## config.mk

```make
export PLATFORM = sky130hd
export DESIGN_NAME = leb128_and_le_field_decoder
export DESIGN_NICKNAME = d
export VERILOG_FILES = /design/src/design/ledec_pkg.sv /design/src/design/ledec_front.sv /design/src/design/ledec_queue.sv /design/src/design/ledec_back.sv /design/src/design/leb128_and_le_field_decoder.sv
export SDC_FILE = /design/constraint.sdc
export NUM_CORES = 1
export LEC_CHECK = 0
export BUFFER_PORTS_ARGS = -buffer_cell sky130_fd_sc_hd__buf_2
export CAP_MARGIN = 10
export CORE_MARGIN = 5
export CORE_UTILIZATION = 60
export CTS_BUF_LIST = sky130_fd_sc_hd__clkbuf_4 sky130_fd_sc_hd__clkbuf_8
export CTS_CLUSTER_DIAMETER = 30
export DETAILED_ROUTE_END_ITERATION = 7
export PLACE_DENSITY = 0.81
export SLEW_MARGIN = 10
export SYNTH_ARGS = -nofsm -noshare
export SYNTH_HDL_FRONTEND = slang
export SYNTH_HIERARCHICAL = 1
export SYNTH_SLANG_ARGS = --single-unit
```

## constraint.sdc

```tcl
create_clock -name clock -period 13.7 [get_ports clock]
set_clock_uncertainty 0.2 [all_clocks]
set_input_delay 0.685 -clock clock [delete_from_list [all_inputs] [get_ports clock]]
set_output_delay 0.685 -clock clock [all_outputs]
set_load 0.01 [all_outputs]
```

## src/design/ledec_pkg.sv

```systemverilog
// shared types and constants for the leb128 / little-endian field decoder
`default_nettype none

package ledec_pkg;

   // field kind codes, same encoding on the action input and the kind output
   localparam logic [2:0] KIND_U8   = 3'd0;
   localparam logic [2:0] KIND_U16  = 3'd1;
   localparam logic [2:0] KIND_U32  = 3'd2;
   localparam logic [2:0] KIND_SLEB = 3'd3;
   localparam logic [2:0] KIND_ULEB = 3'd4;

   // leb byte layout
   localparam logic [7:0] LEB_PAYLOAD_MASK = 8'h7f;
   localparam int         LEB_CONT_BIT     = 7;
   localparam int         LEB_SIGN_BIT     = 6;
   localparam logic [6:0] LEB_STEP         = 7'd7;
   localparam logic [6:0] LEB_LAST_PARTIAL = 7'd63;

   // byte counter saturation
   localparam logic [3:0] COUNT_MAX = 4'd15;

   // one classified byte passed from the front to the back
   typedef struct packed {
      logic [7:0] data_byte;
      logic [2:0] kind;
      logic [3:0] index;
      logic       last;
   } entry_type;

   // queue status seen by the front and the back
   typedef struct packed {
      logic full;
      logic empty;
   } q_status_type;

endpackage

`default_nettype wire

```

## src/design/ledec_front.sv

```systemverilog
// front part: accepts bytes, latches the field kind and marks the last byte
`default_nettype none

module ledec_front (
   input  wire                     clock,
   input  wire                     reset,
   input  wire                     req_valid,
   input  wire  [7:0]              req_data_byte,
   input  wire  [2:0]              req_action,
   input  ledec_pkg::q_status_type q_status,
   output logic                    push,
   output ledec_pkg::entry_type    push_entry
);
   import ledec_pkg::*;

   logic       in_field_ff, in_field_in;
   logic [2:0] kind_ff, kind_in;
   logic [3:0] count_ff, count_in;

   logic [2:0] cur_kind;
   logic [3:0] cur_index;
   logic [3:0] next_count;
   logic [3:0] need;
   logic       is_leb;
   logic       last;

   // classify the incoming byte
   always_comb begin
      push = req_valid & ~q_status.full;
      if (in_field_ff) begin
         cur_kind  = kind_ff;
         cur_index = count_ff;
      end else begin
         cur_kind  = (req_action <= KIND_ULEB) ? req_action : KIND_U8;
         cur_index = 4'd0;
      end
      next_count = (cur_index == COUNT_MAX) ? COUNT_MAX : cur_index + 4'd1;
      is_leb = (cur_kind == KIND_SLEB) || (cur_kind == KIND_ULEB);
      unique case (cur_kind)
         KIND_U16: need = 4'd2;
         KIND_U32: need = 4'd4;
         default:  need = 4'd1;
      endcase
      if (is_leb) begin
         last = ~req_data_byte[LEB_CONT_BIT];
      end else begin
         last = (next_count >= need);
      end
      push_entry.data_byte = req_data_byte;
      push_entry.kind      = cur_kind;
      push_entry.index     = cur_index;
      push_entry.last      = last;
   end

   // field tracking state
   always_comb begin
      in_field_in = in_field_ff;
      kind_in     = kind_ff;
      count_in    = count_ff;
      if (push) begin
         in_field_in = ~last;
         kind_in     = cur_kind;
         count_in    = next_count;
      end
   end

   always_ff @(posedge clock) begin
      if (reset) begin
         in_field_ff <= 1'b0;
         kind_ff     <= KIND_U8;
         count_ff    <= 4'd0;
      end else begin
         in_field_ff <= in_field_in;
         kind_ff     <= kind_in;
         count_ff    <= count_in;
      end
   end

endmodule

`default_nettype wire

```

## src/design/ledec_queue.sv

```systemverilog
// two-entry queue between the front and the back
`default_nettype none

module ledec_queue (
   input  wire                      clock,
   input  wire                      reset,
   input  wire                      push,
   input  ledec_pkg::entry_type     push_entry,
   input  wire                      pop,
   output ledec_pkg::entry_type     pop_entry,
   output ledec_pkg::q_status_type  q_status
);
   import ledec_pkg::*;

   entry_type  slots_ff [2];
   logic       wr_ptr_ff, wr_ptr_in;
   logic       rd_ptr_ff, rd_ptr_in;
   logic [1:0] count_ff, count_in;

   // pointer and occupancy update
   always_comb begin
      wr_ptr_in = push ? ~wr_ptr_ff : wr_ptr_ff;
      rd_ptr_in = pop ? ~rd_ptr_ff : rd_ptr_ff;
      unique case ({push, pop})
         2'b10:   count_in = count_ff + 2'd1;
         2'b01:   count_in = count_ff - 2'd1;
         default: count_in = count_ff;
      endcase
      q_status.full  = (count_ff == 2'd2);
      q_status.empty = (count_ff == 2'd0);
      pop_entry      = slots_ff[rd_ptr_ff];
   end

   always_ff @(posedge clock) begin
      if (reset) begin
         wr_ptr_ff <= 1'b0;
         rd_ptr_ff <= 1'b0;
         count_ff  <= 2'd0;
      end else begin
         wr_ptr_ff <= wr_ptr_in;
         rd_ptr_ff <= rd_ptr_in;
         count_ff  <= count_in;
      end
   end

   // entry storage
   always_ff @(posedge clock) begin
      if (push) begin
         slots_ff[wr_ptr_ff] <= push_entry;
      end
   end

endmodule

`default_nettype wire

```

## src/design/ledec_back.sv

```systemverilog
// back part: merges bytes into the accumulator and holds the result register
`default_nettype none

module ledec_back (
   input  wire                     clock,
   input  wire                     reset,
   input  ledec_pkg::q_status_type q_status,
   input  ledec_pkg::entry_type    pop_entry,
   output logic                    pop,
   output logic                    rsp_valid,
   input  wire                     rsp_stall,
   output logic [63:0]             rsp_value,
   output logic [2:0]              rsp_kind,
   output logic [3:0]              rsp_byte_count,
   output logic                    rsp_overflow
);
   import ledec_pkg::*;

   logic [63:0] acc_ff, acc_in;
   logic [6:0]  bp_ff, bp_in;
   logic        ovf_ff, ovf_in;

   logic        rsp_valid_ff, rsp_valid_in;
   logic [63:0] rsp_value_ff;
   logic [2:0]  rsp_kind_ff;
   logic [3:0]  rsp_byte_count_ff;
   logic        rsp_overflow_ff;

   logic [63:0] acc_m;
   logic [6:0]  bp_m;
   logic        ovf_m;
   logic [63:0] payload;
   logic [63:0] wide_byte;
   logic        is_leb;
   logic        is_signed;
   logic        sign_ref;
   logic [3:0]  byte_count;

   // take an entry whenever the result register is free or draining
   assign pop = ~q_status.empty & (~rsp_valid_ff | ~rsp_stall);

   // per-byte merge
   always_comb begin
      payload   = {56'd0, pop_entry.data_byte & LEB_PAYLOAD_MASK};
      wide_byte = {56'd0, pop_entry.data_byte};
      is_leb    = (pop_entry.kind == KIND_SLEB) || (pop_entry.kind == KIND_ULEB);
      is_signed = (pop_entry.kind == KIND_SLEB);
      acc_m     = acc_ff;
      bp_m      = bp_ff;
      ovf_m     = ovf_ff;
      sign_ref  = 1'b0;
      if (is_leb) begin
         if (!bp_ff[6]) begin
            acc_m = acc_ff | (payload << bp_ff[5:0]);
            bp_m  = bp_ff + LEB_STEP;
         end
         sign_ref = is_signed & acc_m[63];
         // dropped payload bits above bit 63
         if (bp_ff == LEB_LAST_PARTIAL) begin
            if (pop_entry.data_byte[6:1] != {6{sign_ref}}) begin
               ovf_m = 1'b1;
            end
         end else if (bp_ff[6]) begin
            if (pop_entry.data_byte[6:0] != {7{sign_ref}}) begin
               ovf_m = 1'b1;
            end
         end
         // sign extension on the last signed byte
         if (pop_entry.last && is_signed && pop_entry.data_byte[LEB_SIGN_BIT]
             && !bp_m[6]) begin
            acc_m = acc_m | ({64{1'b1}} << bp_m[5:0]);
         end
      end else begin
         acc_m = acc_ff | (wide_byte << {pop_entry.index[1:0], 3'b000});
      end
      byte_count = (pop_entry.index == COUNT_MAX) ? COUNT_MAX
                                                  : pop_entry.index + 4'd1;
   end

   // field state, cleared once a field completes
   always_comb begin
      acc_in = acc_ff;
      bp_in  = bp_ff;
      ovf_in = ovf_ff;
      if (pop) begin
         if (pop_entry.last) begin
            acc_in = 64'd0;
            bp_in  = 7'd0;
            ovf_in = 1'b0;
         end else begin
            acc_in = acc_m;
            bp_in  = bp_m;
            ovf_in = ovf_m;
         end
      end
      rsp_valid_in = rsp_valid_ff;
      if (pop && pop_entry.last) begin
         rsp_valid_in = 1'b1;
      end else if (!rsp_stall) begin
         rsp_valid_in = 1'b0;
      end
   end

   always_ff @(posedge clock) begin
      if (reset) begin
         acc_ff       <= 64'd0;
         bp_ff        <= 7'd0;
         ovf_ff       <= 1'b0;
         rsp_valid_ff <= 1'b0;
      end else begin
         acc_ff       <= acc_in;
         bp_ff        <= bp_in;
         ovf_ff       <= ovf_in;
         rsp_valid_ff <= rsp_valid_in;
      end
   end

   // result payload
   always_ff @(posedge clock) begin
      if (pop && pop_entry.last) begin
         rsp_value_ff      <= acc_m;
         rsp_kind_ff       <= pop_entry.kind;
         rsp_byte_count_ff <= byte_count;
         rsp_overflow_ff   <= is_leb & ovf_m;
      end
   end

   assign rsp_valid      = rsp_valid_ff;
   assign rsp_value      = rsp_value_ff;
   assign rsp_kind       = rsp_kind_ff;
   assign rsp_byte_count = rsp_byte_count_ff;
   assign rsp_overflow   = rsp_overflow_ff;

endmodule

`default_nettype wire

```

## src/design/leb128_and_le_field_decoder.sv

```systemverilog
// top level of the leb128 / little-endian field decoder
//
// Input channel req_: one stream byte per transfer, with req_action giving the
// field kind (0 u8, 1 u16, 2 u32, 3 signed leb128, 4 unsigned leb128, other
// codes decode as u8). The kind is taken from the first byte of each field.
// Result channel rsp_: one transfer per completed field with the 64-bit
// value, the kind, the byte count (saturating at 15) and the leb overflow flag.
// Throughput: one byte per cycle while req_stall is low; the back part merges
// each byte into the accumulator with one 64-bit shift and OR.
// rsp_valid rises once the last byte of a field has been written into the queue,
// popped while the result register is free or draining, and merged into the
// result register; a held result or queued bytes ahead of it can delay this.
// A two-entry queue sits between the byte classifier and the merge unit; when
// rsp_stall holds, the result register holds its data, the queue fills and
// req_stall rises once both entries are taken.
// Reset is synchronous: it empties the queue, drops any partial field and
// clears rsp_valid.
`default_nettype none

module leb128_and_le_field_decoder (
   input  wire         clock,
   input  wire         reset,
   input  wire         req_valid,
   output logic        req_stall,
   input  wire  [7:0]  req_data_byte,
   input  wire  [2:0]  req_action,
   output logic        rsp_valid,
   input  wire         rsp_stall,
   output logic [63:0] rsp_value,
   output logic [2:0]  rsp_kind,
   output logic [3:0]  rsp_byte_count,
   output logic        rsp_overflow
);
   import ledec_pkg::*;

   q_status_type q_status;
   entry_type    push_entry;
   entry_type    pop_entry;
   logic         push;
   logic         pop;

   assign req_stall = q_status.full;

   // byte classifier
   ledec_front u_front (
      .clock         (clock),
      .reset         (reset),
      .req_valid     (req_valid),
      .req_data_byte (req_data_byte),
      .req_action    (req_action),
      .q_status      (q_status),
      .push          (push),
      .push_entry    (push_entry)
   );

   // decoupling queue
   ledec_queue u_queue (
      .clock      (clock),
      .reset      (reset),
      .push       (push),
      .push_entry (push_entry),
      .pop        (pop),
      .pop_entry  (pop_entry),
      .q_status   (q_status)
   );

   // merge unit and result register
   ledec_back u_back (
      .clock          (clock),
      .reset          (reset),
      .q_status       (q_status),
      .pop_entry      (pop_entry),
      .pop            (pop),
      .rsp_valid      (rsp_valid),
      .rsp_stall      (rsp_stall),
      .rsp_value      (rsp_value),
      .rsp_kind       (rsp_kind),
      .rsp_byte_count (rsp_byte_count),
      .rsp_overflow   (rsp_overflow)
   );

endmodule

`default_nettype wire

```

==> results.sh, run 1 <==
export IMPL_wl_per_cell_microns=24.8
export IMPL_avgSynthCellArea_sq_um=10.4
export IMPL_rsz0062_at_grt="false"
export IMPL_synth_edf_count=104
export IMPL_power_mw=1.96
export IMPL_power_switching_mw=0.828
export IMPL_endpoint="u_back/rsp_value[4]"
export IMPL_drt_iter0_markers=1221
export IMPL_cts_buffer_depth=2
export IMPL_via_per_inst=6.82
export IMPL_max_vdd_ir_drop_uv=146
export IMPL_crit_type="register to register"
export IMPL_grt_max_degree=53
export IMPL_async_flop_share=0
export IMPL_multiInputGateArea_sq_um=4270
export IMPL_cp_slowest_cell="dfxtp_1"
export IMPL_dr_pass1_iters=6
export IMPL_vias=8145
export IMPL_insertion_delay_ns=0.49
export IMPL_core_area_sq_um=15700
export IMPL_final_antenna_net_count=0
export IMPL_rrSetupSlack_ns=9.70
export IMPL_fmax_mhz=250
export IMPL_seq_area_sq_um=4840
export IMPL_antenna_found_initial=0
export IMPL_grt_pass1_vias=7583
export IMPL_dp_hpwl_mm=21.0
export IMPL_final_common_cell="edfxtp_1"
export IMPL_end_kind="register"
export IMPL_startpoint_type="register"
export IMPL_numCtsBuffers=17
export IMPL_synth_seq_area_share=0.508
export IMPL_htree_levels=4
export IMPL_finalHoldViolations=0
export IMPL_tritoncts="yes"
export IMPL_areaGrowthSynthToFinish_pct=9.30
export IMPL_num_fill_cells=1252
export IMPL_combPwrFrac=0.402
export IMPL_grt_pass1_wl_mm=44.7
export IMPL_critPathArrivalTime_ns=4.03
export IMPL_cts_resized=0
export IMPL_drt_wl_total_mm=29.6
export IMPL_cts_setup_buffers=0
export IMPL_slowest_delay_ns=0.78
export IMPL_drv_slew=0
export IMPL_power_frac_clock=0.193
export IMPL_ys_flop_type="edfxtp_1"
export IMPL_path_max_fanout=34
export IMPL_clkSlewWorstSetupHoldPaths_ns=0.11
export IMPL_reg2reg_depth=7
export IMPL_antennaDiodeCount=0
export IMPL_reg2reg_to="u_back/rsp_value[4]"
export IMPL_grt_overflow=0
export IMPL_final_nets=989
export IMPL_timing_slew_headroom=0.249
export IMPL_syn_num_nets=944
export IMPL_tightest_slew_ns=1.12
export IMPL_min_period_ns=4.00
export IMPL_status="finished clean"
export IMPL_yosys_warnings=6
export IMPL_tns_ns=0
export IMPL_port_buffers=88
export IMPL_synth_seq_cells=190
export IMPL_synth_area_sq_um=9540
export IMPL_gp_congestion=1.05
export IMPL_die_w_microns=136
export IMPL_p_seq_frac=0.404
export IMPL_p_leak_nw=4.21
export IMPL_power_density_nw_per_um2=188
export IMPL_required_ns=13.73
export IMPL_root_buffer="clkbuf_8"
export IMPL_cts_hold_buffers=0
export IMPL_finalCritPeriodShare=0.292
export IMPL_drive_above_1_share=0.194
export IMPL_netSwitchingFraction=0.423
export IMPL_setup_viol=0
export IMPL_yosys_cell_types_count=86
export IMPL_grt_usage=0.323
export IMPL_chipHeight_microns=136
export IMPL_intPower_mw=1.13
export IMPL_maxCapViolations=0
export IMPL_cts_num_sinks=190
export IMPL_crit_chain="mux2_2 -> nor3b_1 -> or2_2 -> nor3_1 -> a22o_1 -> a21oi_1 -> nand2b_1"
export IMPL_syn_inst=921
export IMPL_drcViolationCount=0
export IMPL_hold_path_class="primary input to register"
export IMPL_ioPinCount=89
export IMPL_dieArea_sq_um=18500
export IMPL_layout_common_cells="edfxtp_1, buf_2, dfxtp_1"
export IMPL_num_rows=46
export IMPL_initial_core_util=0.607
==> worst max-delay path: cells and delay by family (launching register included) <==
family	cells	cell delay [ns]
AOI/OAI and AO/OA	2	0.50
DFF	1	0.78
muxes	1	0.45
and+or+nand+nor	4	1.81
==> worst min path at each step <==
stage	to	slack, ns	cells after the start	from
after floorplan	u_back/acc_ff[12]	0.22	2	u_back/acc_ff[12]
after global placement	u_back/acc_ff[44]	0.23	2	u_back/acc_ff[44]
after detailed placement	u_back/acc_ff[13]	0.24	2	u_back/acc_ff[13]
after CTS	u_queue/slots_ff[1][13]	0.16	1	req_data_byte[5]
after global routing	u_queue/slots_ff[0][10]	0.16	1	req_data_byte[2]
final	u_queue/slots_ff[1][14]	0.18	1	req_data_byte[6]
==> registers in the layout (all words and copies together), names as in the netlist, 2 cells and up, named ones only <==
| name | count |
|---|---|
| u_back/acc_ff | 64 |
| u_back/bp_ff | 7 |
| u_back/rsp_byte_count | 4 |
| u_back/rsp_kind | 3 |
| u_back/rsp_value | 64 |
| u_front/count_ff | 4 |
| u_front/kind_ff | 3 |
| u_queue/count_ff | 2 |
| u_queue/slots_ff | 32 |
==> power groups by stage <==
stage,Clock [mW],Sequential [mW],Combinational [mW]
2_1_floorplan,0,0.835,0.480
3_3_place_gp,0,0.802,0.756
3_5_place_dp,0,0.805,0.763
4_1_cts,0.385,0.793,0.766
5_1_grt,0.410,0.803,0.832
6_report,0.379,0.792,0.788
==> cells in the mapped netlist, types with 5 or more instances <==
| library cell | number | share of area |
|---|---|---|
| buf_2 | 26 | 0.014 |
| mux2_2 | 21 | 0.025 |
| dfxtp_1 | 86 | 0.18 |
| nor3_1 | 22 | 0.012 |
| inv_1 | 10 | 0.0039 |
| o21ai_0 | 52 | 0.027 |
| o211a_1 | 22 | 0.023 |
| and3_1 | 6 | 0.0039 |
| nor2_1 | 87 | 0.034 |
| o21bai_1 | 11 | 0.0087 |
| edfxtp_1 | 104 | 0.33 |
| nand3_1 | 16 | 0.0084 |
| buf_4 | 11 | 0.0087 |
| a211oi_1 | 10 | 0.0079 |
| nand3b_1 | 6 | 0.0047 |
| and2_1 | 12 | 0.0079 |
| a22o_1 | 13 | 0.012 |
| o22ai_1 | 6 | 0.0039 |
| nor2b_1 | 12 | 0.0079 |
| nand2b_1 | 20 | 0.013 |
| a31oi_1 | 10 | 0.0066 |
| mux2i_1 | 14 | 0.015 |
| ha_1 | 8 | 0.010 |
| a221oi_1 | 9 | 0.0083 |
| a21o_1 | 23 | 0.018 |
| o32ai_1 | 5 | 0.0046 |
| a22oi_1 | 12 | 0.0094 |
| xnor2_1 | 5 | 0.0046 |
| buf_1 | 8 | 0.0031 |
| or3_1 | 9 | 0.0059 |
| clkbuf_1 | 32 | 0.013 |
| a21oi_1 | 57 | 0.030 |
| o31ai_1 | 8 | 0.0063 |
| a221o_1 | 5 | 0.0052 |
| o221ai_1 | 8 | 0.0073 |
| a311oi_1 | 5 | 0.0046 |
| nand2_1 | 55 | 0.022 |
==> area by class of cell <==
class	instances	area share
clock buffers	17	0.0224
clock inverters	15	0.0178
inverters	12	0.00432
multi-input cells	638	0.409
flip-flops and latches	190	0.465
well taps	216	0.0259
repair buffers	107	0.0559
==> through the flow <==
stage          hold slack [ns]  instances  instance area (sq um)  setup WS (ns)   util
5_1_grt                  0.161       1195                  10400           9.55  0.664
6_report                 0.184       1195                  10400           9.70  0.664
4_1_cts                  0.159       1195                  10400           9.81  0.664
3_3_place_gp             0.227       1163                  10000           9.93  0.637
2_1_floorplan            0.216        921                   9540           7.51      -
3_5_place_dp             0.237       1163                  10000           9.84  0.637
==> layer usage <==
metal  global-route usage  routed length (microns)  up-vias
met5                    0                        0        -
li1                     -                        -     3603
met2                0.482                    12900      560
met1                0.437                    11700     3854
met3               0.0762                     3260      128
met4                0.171                     1730        0
==> cells by family after synthesis <==
family	count (synthesis)	share of synthesized area
flip-flops	190	0.508
multiplexers	38	0.0466
adder cells (fa/ha/maj)	8	0.0105
XOR/XNOR	7	0.00643
AND/OR/NAND/NOR	278	0.148
buffers and inverters	93	0.0473
AO/OA/AOI/OAI	307	0.234
Note: power is estimated with default switching activity, not from simulation.
==> run 2, diff against run 1 <==
--- a/config.mk
+++ b/config.mk
@@ -5,14 +5,15 @@
 export SDC_FILE = /design/constraint.sdc
 export NUM_CORES = 1
 export LEC_CHECK = 0
+export ABC_AREA = 1
 export BUFFER_PORTS_ARGS = -buffer_cell sky130_fd_sc_hd__buf_2
 export CAP_MARGIN = 10
 export CORE_MARGIN = 5
-export CORE_UTILIZATION = 60
+export CORE_UTILIZATION = 56
 export CTS_BUF_LIST = sky130_fd_sc_hd__clkbuf_4 sky130_fd_sc_hd__clkbuf_8
 export CTS_CLUSTER_DIAMETER = 30
 export DETAILED_ROUTE_END_ITERATION = 7
-export PLACE_DENSITY = 0.81
+export PLACE_DENSITY = 0.8
 export SLEW_MARGIN = 10
 export SYNTH_ARGS = -nofsm -noshare
 export SYNTH_HDL_FRONTEND = slang
==> constraint.sdc (replaced) <==
create_clock -name clock -period 3.4 [get_ports clock]
set_clock_uncertainty 0.2 [all_clocks]
set_input_delay 0.17 -clock clock [delete_from_list [all_inputs] [get_ports clock]]
set_output_delay 0.17 -clock clock [all_outputs]
set_load 0.01 [all_outputs]
==> results.sh, run 2 <==
export IMPL_startpoint_type="register"
export IMPL_critPathArrivalTime_ns=3.17
export IMPL_setup_viol=0
export IMPL_die_w_microns=145
export IMPL_stdcell_count=1570
export IMPL_drt_wl_total_mm=31.5
export IMPL_synthTopCellsByCount="nand2_1, inv_1, nor2_1"
export IMPL_synth_top_family_by_area="simple AND/OR/NAND/NOR gates"
export IMPL_violations="DRC"
export IMPL_max_vdd_ir_drop_uv=1100
export IMPL_path_max_fanout=13
export IMPL_avgSynthCellArea_sq_um=8.13
export IMPL_synthTopCellsByArea="edfxtp_1, dfxtp_1, nand2_1"
export IMPL_antennaDiodeCount=0
export IMPL_use_met3=0.0466
export IMPL_worstHoldPathCells=5
export IMPL_required_ns=3.60
export IMPL_synth_area_leader_cell="edfxtp_1"
export IMPL_grt_pass1_vias=8554
export IMPL_final_antenna_net_count=0
export IMPL_grt_max_degree=74
export IMPL_cts_buffer_depth=2
export IMPL_ys_flop_type="edfxtp_1"
export IMPL_fmax_mhz=338
export IMPL_crit_top_cell="nand3_1"
export IMPL_finalCritPeriodShare=0.871
export IMPL_tightest_slew_ns=1.05
export IMPL_cp_slowest_cell="dfxtp_1"
export IMPL_initial_core_util=0.566
export IMPL_synthAdderAreaFrac=0.00987
export IMPL_grt_pass1_wl_mm=48.3
export IMPL_end_kind="register"
export IMPL_crit_type="register to register"
export IMPL_root_buffer="clkbuf_8"
export IMPL_cts_setup_buffers=0
export IMPL_dieArea_sq_um=20900
export IMPL_core_area_sq_um=17900
export IMPL_maxCapViolations=0
export IMPL_gp_congestion=1.07
export IMPL_areaGrowthSynthToFinish_pct=10.5
export IMPL_drv_slew=0
export IMPL_fin_ws_ns=0.439
export IMPL_insertion_delay_ns=0.48
export IMPL_top_usage_layer="met2"
export IMPL_drcViolationCount=3
export IMPL_yosys_area_top_type_share=0.308
export IMPL_synth_xor_area_share=0.00358
export IMPL_status="complete, but fails checks"
export IMPL_grt_overflow=0
export IMPL_chipHeight_microns=145
export IMPL_finalHoldViolations=0
export IMPL_rsz0062_at_grt="false"
export IMPL_dr_pass1_iters=8
export IMPL_crit_chain="buf_4 -> mux2_4 -> inv_2 -> o21ai_1 -> inv_1 -> nand2_1 -> nand2_1 -> o21ai_1 -> nand3_1 -> nand3_1 -> nand3_1 -> a21oi_1"
export IMPL_port_buffers=88
export IMPL_async_flop_share=0
export IMPL_tns_ns=0
export IMPL_numCtsBuffers=17
export IMPL_antenna_found_initial=0
export IMPL_rrSetupSlack_ns=0.44
export IMPL_grt_met1_usage=0.413
export IMPL_clkSlewWorstSetupHoldPaths_ns=0.11
export IMPL_final_common_cell="nand2_1"
export IMPL_reg2reg_to="u_back/acc_ff[26]"
export IMPL_num_rows=49
export IMPL_yosys_cell_types_count=56
export IMPL_vias=9169
export IMPL_yosys_warnings=6
export IMPL_synth_compound_gate_area_share=0.129
export IMPL_placedCellCount=1524
export IMPL_synth_area_sq_um=10100
export IMPL_htree_levels=4
export IMPL_syn_num_nets=1271
export IMPL_ioPinCount=89
export IMPL_synth_most_common_cell="nand2_1"
export IMPL_cts_num_sinks=190
export IMPL_drive_above_1_share=0.172
export IMPL_path_delay_family="simple AND/OR/NAND/NOR gates"
export IMPL_wl_per_cell_microns=20.0
export IMPL_layout_common_cells="nand2_1, inv_1, nor2_1"
export IMPL_num_fill_cells=1571
export IMPL_tritoncts="yes"
export IMPL_path_buf_inv=3
export IMPL_p_leak_nw=4.71
export IMPL_final_nets=1351
export IMPL_holdPathEnd="u_queue/slots_ff[1][7]"
export IMPL_dp_hpwl_mm=22.8
export IMPL_synth_simple_area_share=0.263
export IMPL_timing_slew_headroom=0.296
export IMPL_reg2reg_depth=12
export IMPL_grt_usage=0.306
export IMPL_hold_start="req_action[2]"
export IMPL_hold_path_class="primary input to register"
export IMPL_power_density_nw_per_um2=775
export IMPL_via_per_inst=5.84
export IMPL_gr_usage_met2=0.500
export IMPL_synth_seq_cells=190
export IMPL_min_period_ns=2.96
export IMPL_syn_inst=1248
export IMPL_drt_iter0_markers=1120
export IMPL_dp_slack_ns=0.501
export IMPL_slowest_delay_ns=0.43
export IMPL_synth_edf_count=104
export IMPL_synth_seq_area_share=0.478
export IMPL_synthMuxAreaShare=0.0215
[run 2: changes by cell type after synthesis, sizes merged, moves of 20 or more]
cell    change
nand2     +249
inv       +128
nand3      +78
o21ai      +58
nor2       +32
nand4      +27
a21o       -23
o211a      -22
a21oi      +21
nand2b     -20
[run 2: logic make-up (layout without fill, tap and decap cells)]
kind of cell	after synthesis	in the layout
buffers and inverters	213	306
multiplexers	16	16
AO/OA/AOI/OAI	231	231
adder cells (fa/ha/maj)	8	8
flip-flops	190	190
AND/OR/NAND/NOR	588	588
XOR/XNOR	2	2
[run 2: cell type report]
| type | count | area, sq um | share of cell area |
|---|---|---|---|
| flip-flops and latches | 190 | 4840 | 0.432 |
| multi-input cells | 845 | 4340 | 0.388 |
| repair buffers | 131 | 811 | 0.0723 |
| inverters | 143 | 546 | 0.0487 |
| well taps | 229 | 287 | 0.0256 |
| clock buffers | 21 | 277 | 0.0247 |
| clock inverters | 11 | 98.8 | 0.00882 |
[run 2: power by group]
part | leakage [nW] | internal (mW) | switching [mW] | total, mW
Combinational | 2.84 | 1.16 | 2.73 | 3.89
Clock | 0.182 | 0.582 | 0.841 | 1.42
Sequential | 1.69 | 3.18 | 0.193 | 3.37
[run 2: worst min-delay path: cells and delay by family]
kind	cells	cell delay, ns
simple gates	3	0.29
buf+inv	2	0.15
[run 2: through the flow]
stage | hold slack (ns) | cell area, sq um | power [mW] | utilization
after floorplan | 0.0424 | 10100 | 5.92 | -
after global placement | 0.157 | 10700 | 7.20 | 0.597
after detailed placement | 0.161 | 10700 | 7.26 | 0.597
after CTS | 0.0228 | 11200 | 8.70 | 0.626
after global routing | 0.0571 | 11200 | 9.22 | 0.626
final | 0.0500 | 11200 | 8.69 | 0.626
[run 2: what timing repair did]
action / in CTS / in global routing
hold buffers: 14 / 0
gates resized for setup: 0 / 0
setup endpoints to repair: 0 / 0
hold endpoints to repair: 33 / 0
[run 2: how the worst max path moves through the flow]
| stage | startpoint | to | slack (ns) | depth (start not counted) |
|---|---|---|---|---|
| after global routing | register | u_back/acc_ff[6] | 0.22 | 9 |
| after CTS | register | u_back/rsp_valid | 0.40 | 8 |
| final | register | u_back/acc_ff[26] | 0.44 | 12 |
| after detailed placement | register | u_back/acc_ff[43] | 0.50 | 9 |
| after global placement | u_back/bp_ff[1] | u_back/rsp_value[62] | 0.53 | 12 |
| after floorplan | register | u_back/acc_ff[47] | 0.54 | 11 |
[run 2: layer usage]
metal	up-vias	part of all wire
met1	4311	0.41
met5	-	0
li1	4322	-
met3	72	0.077
met2	464	0.47
met4	0	0.038
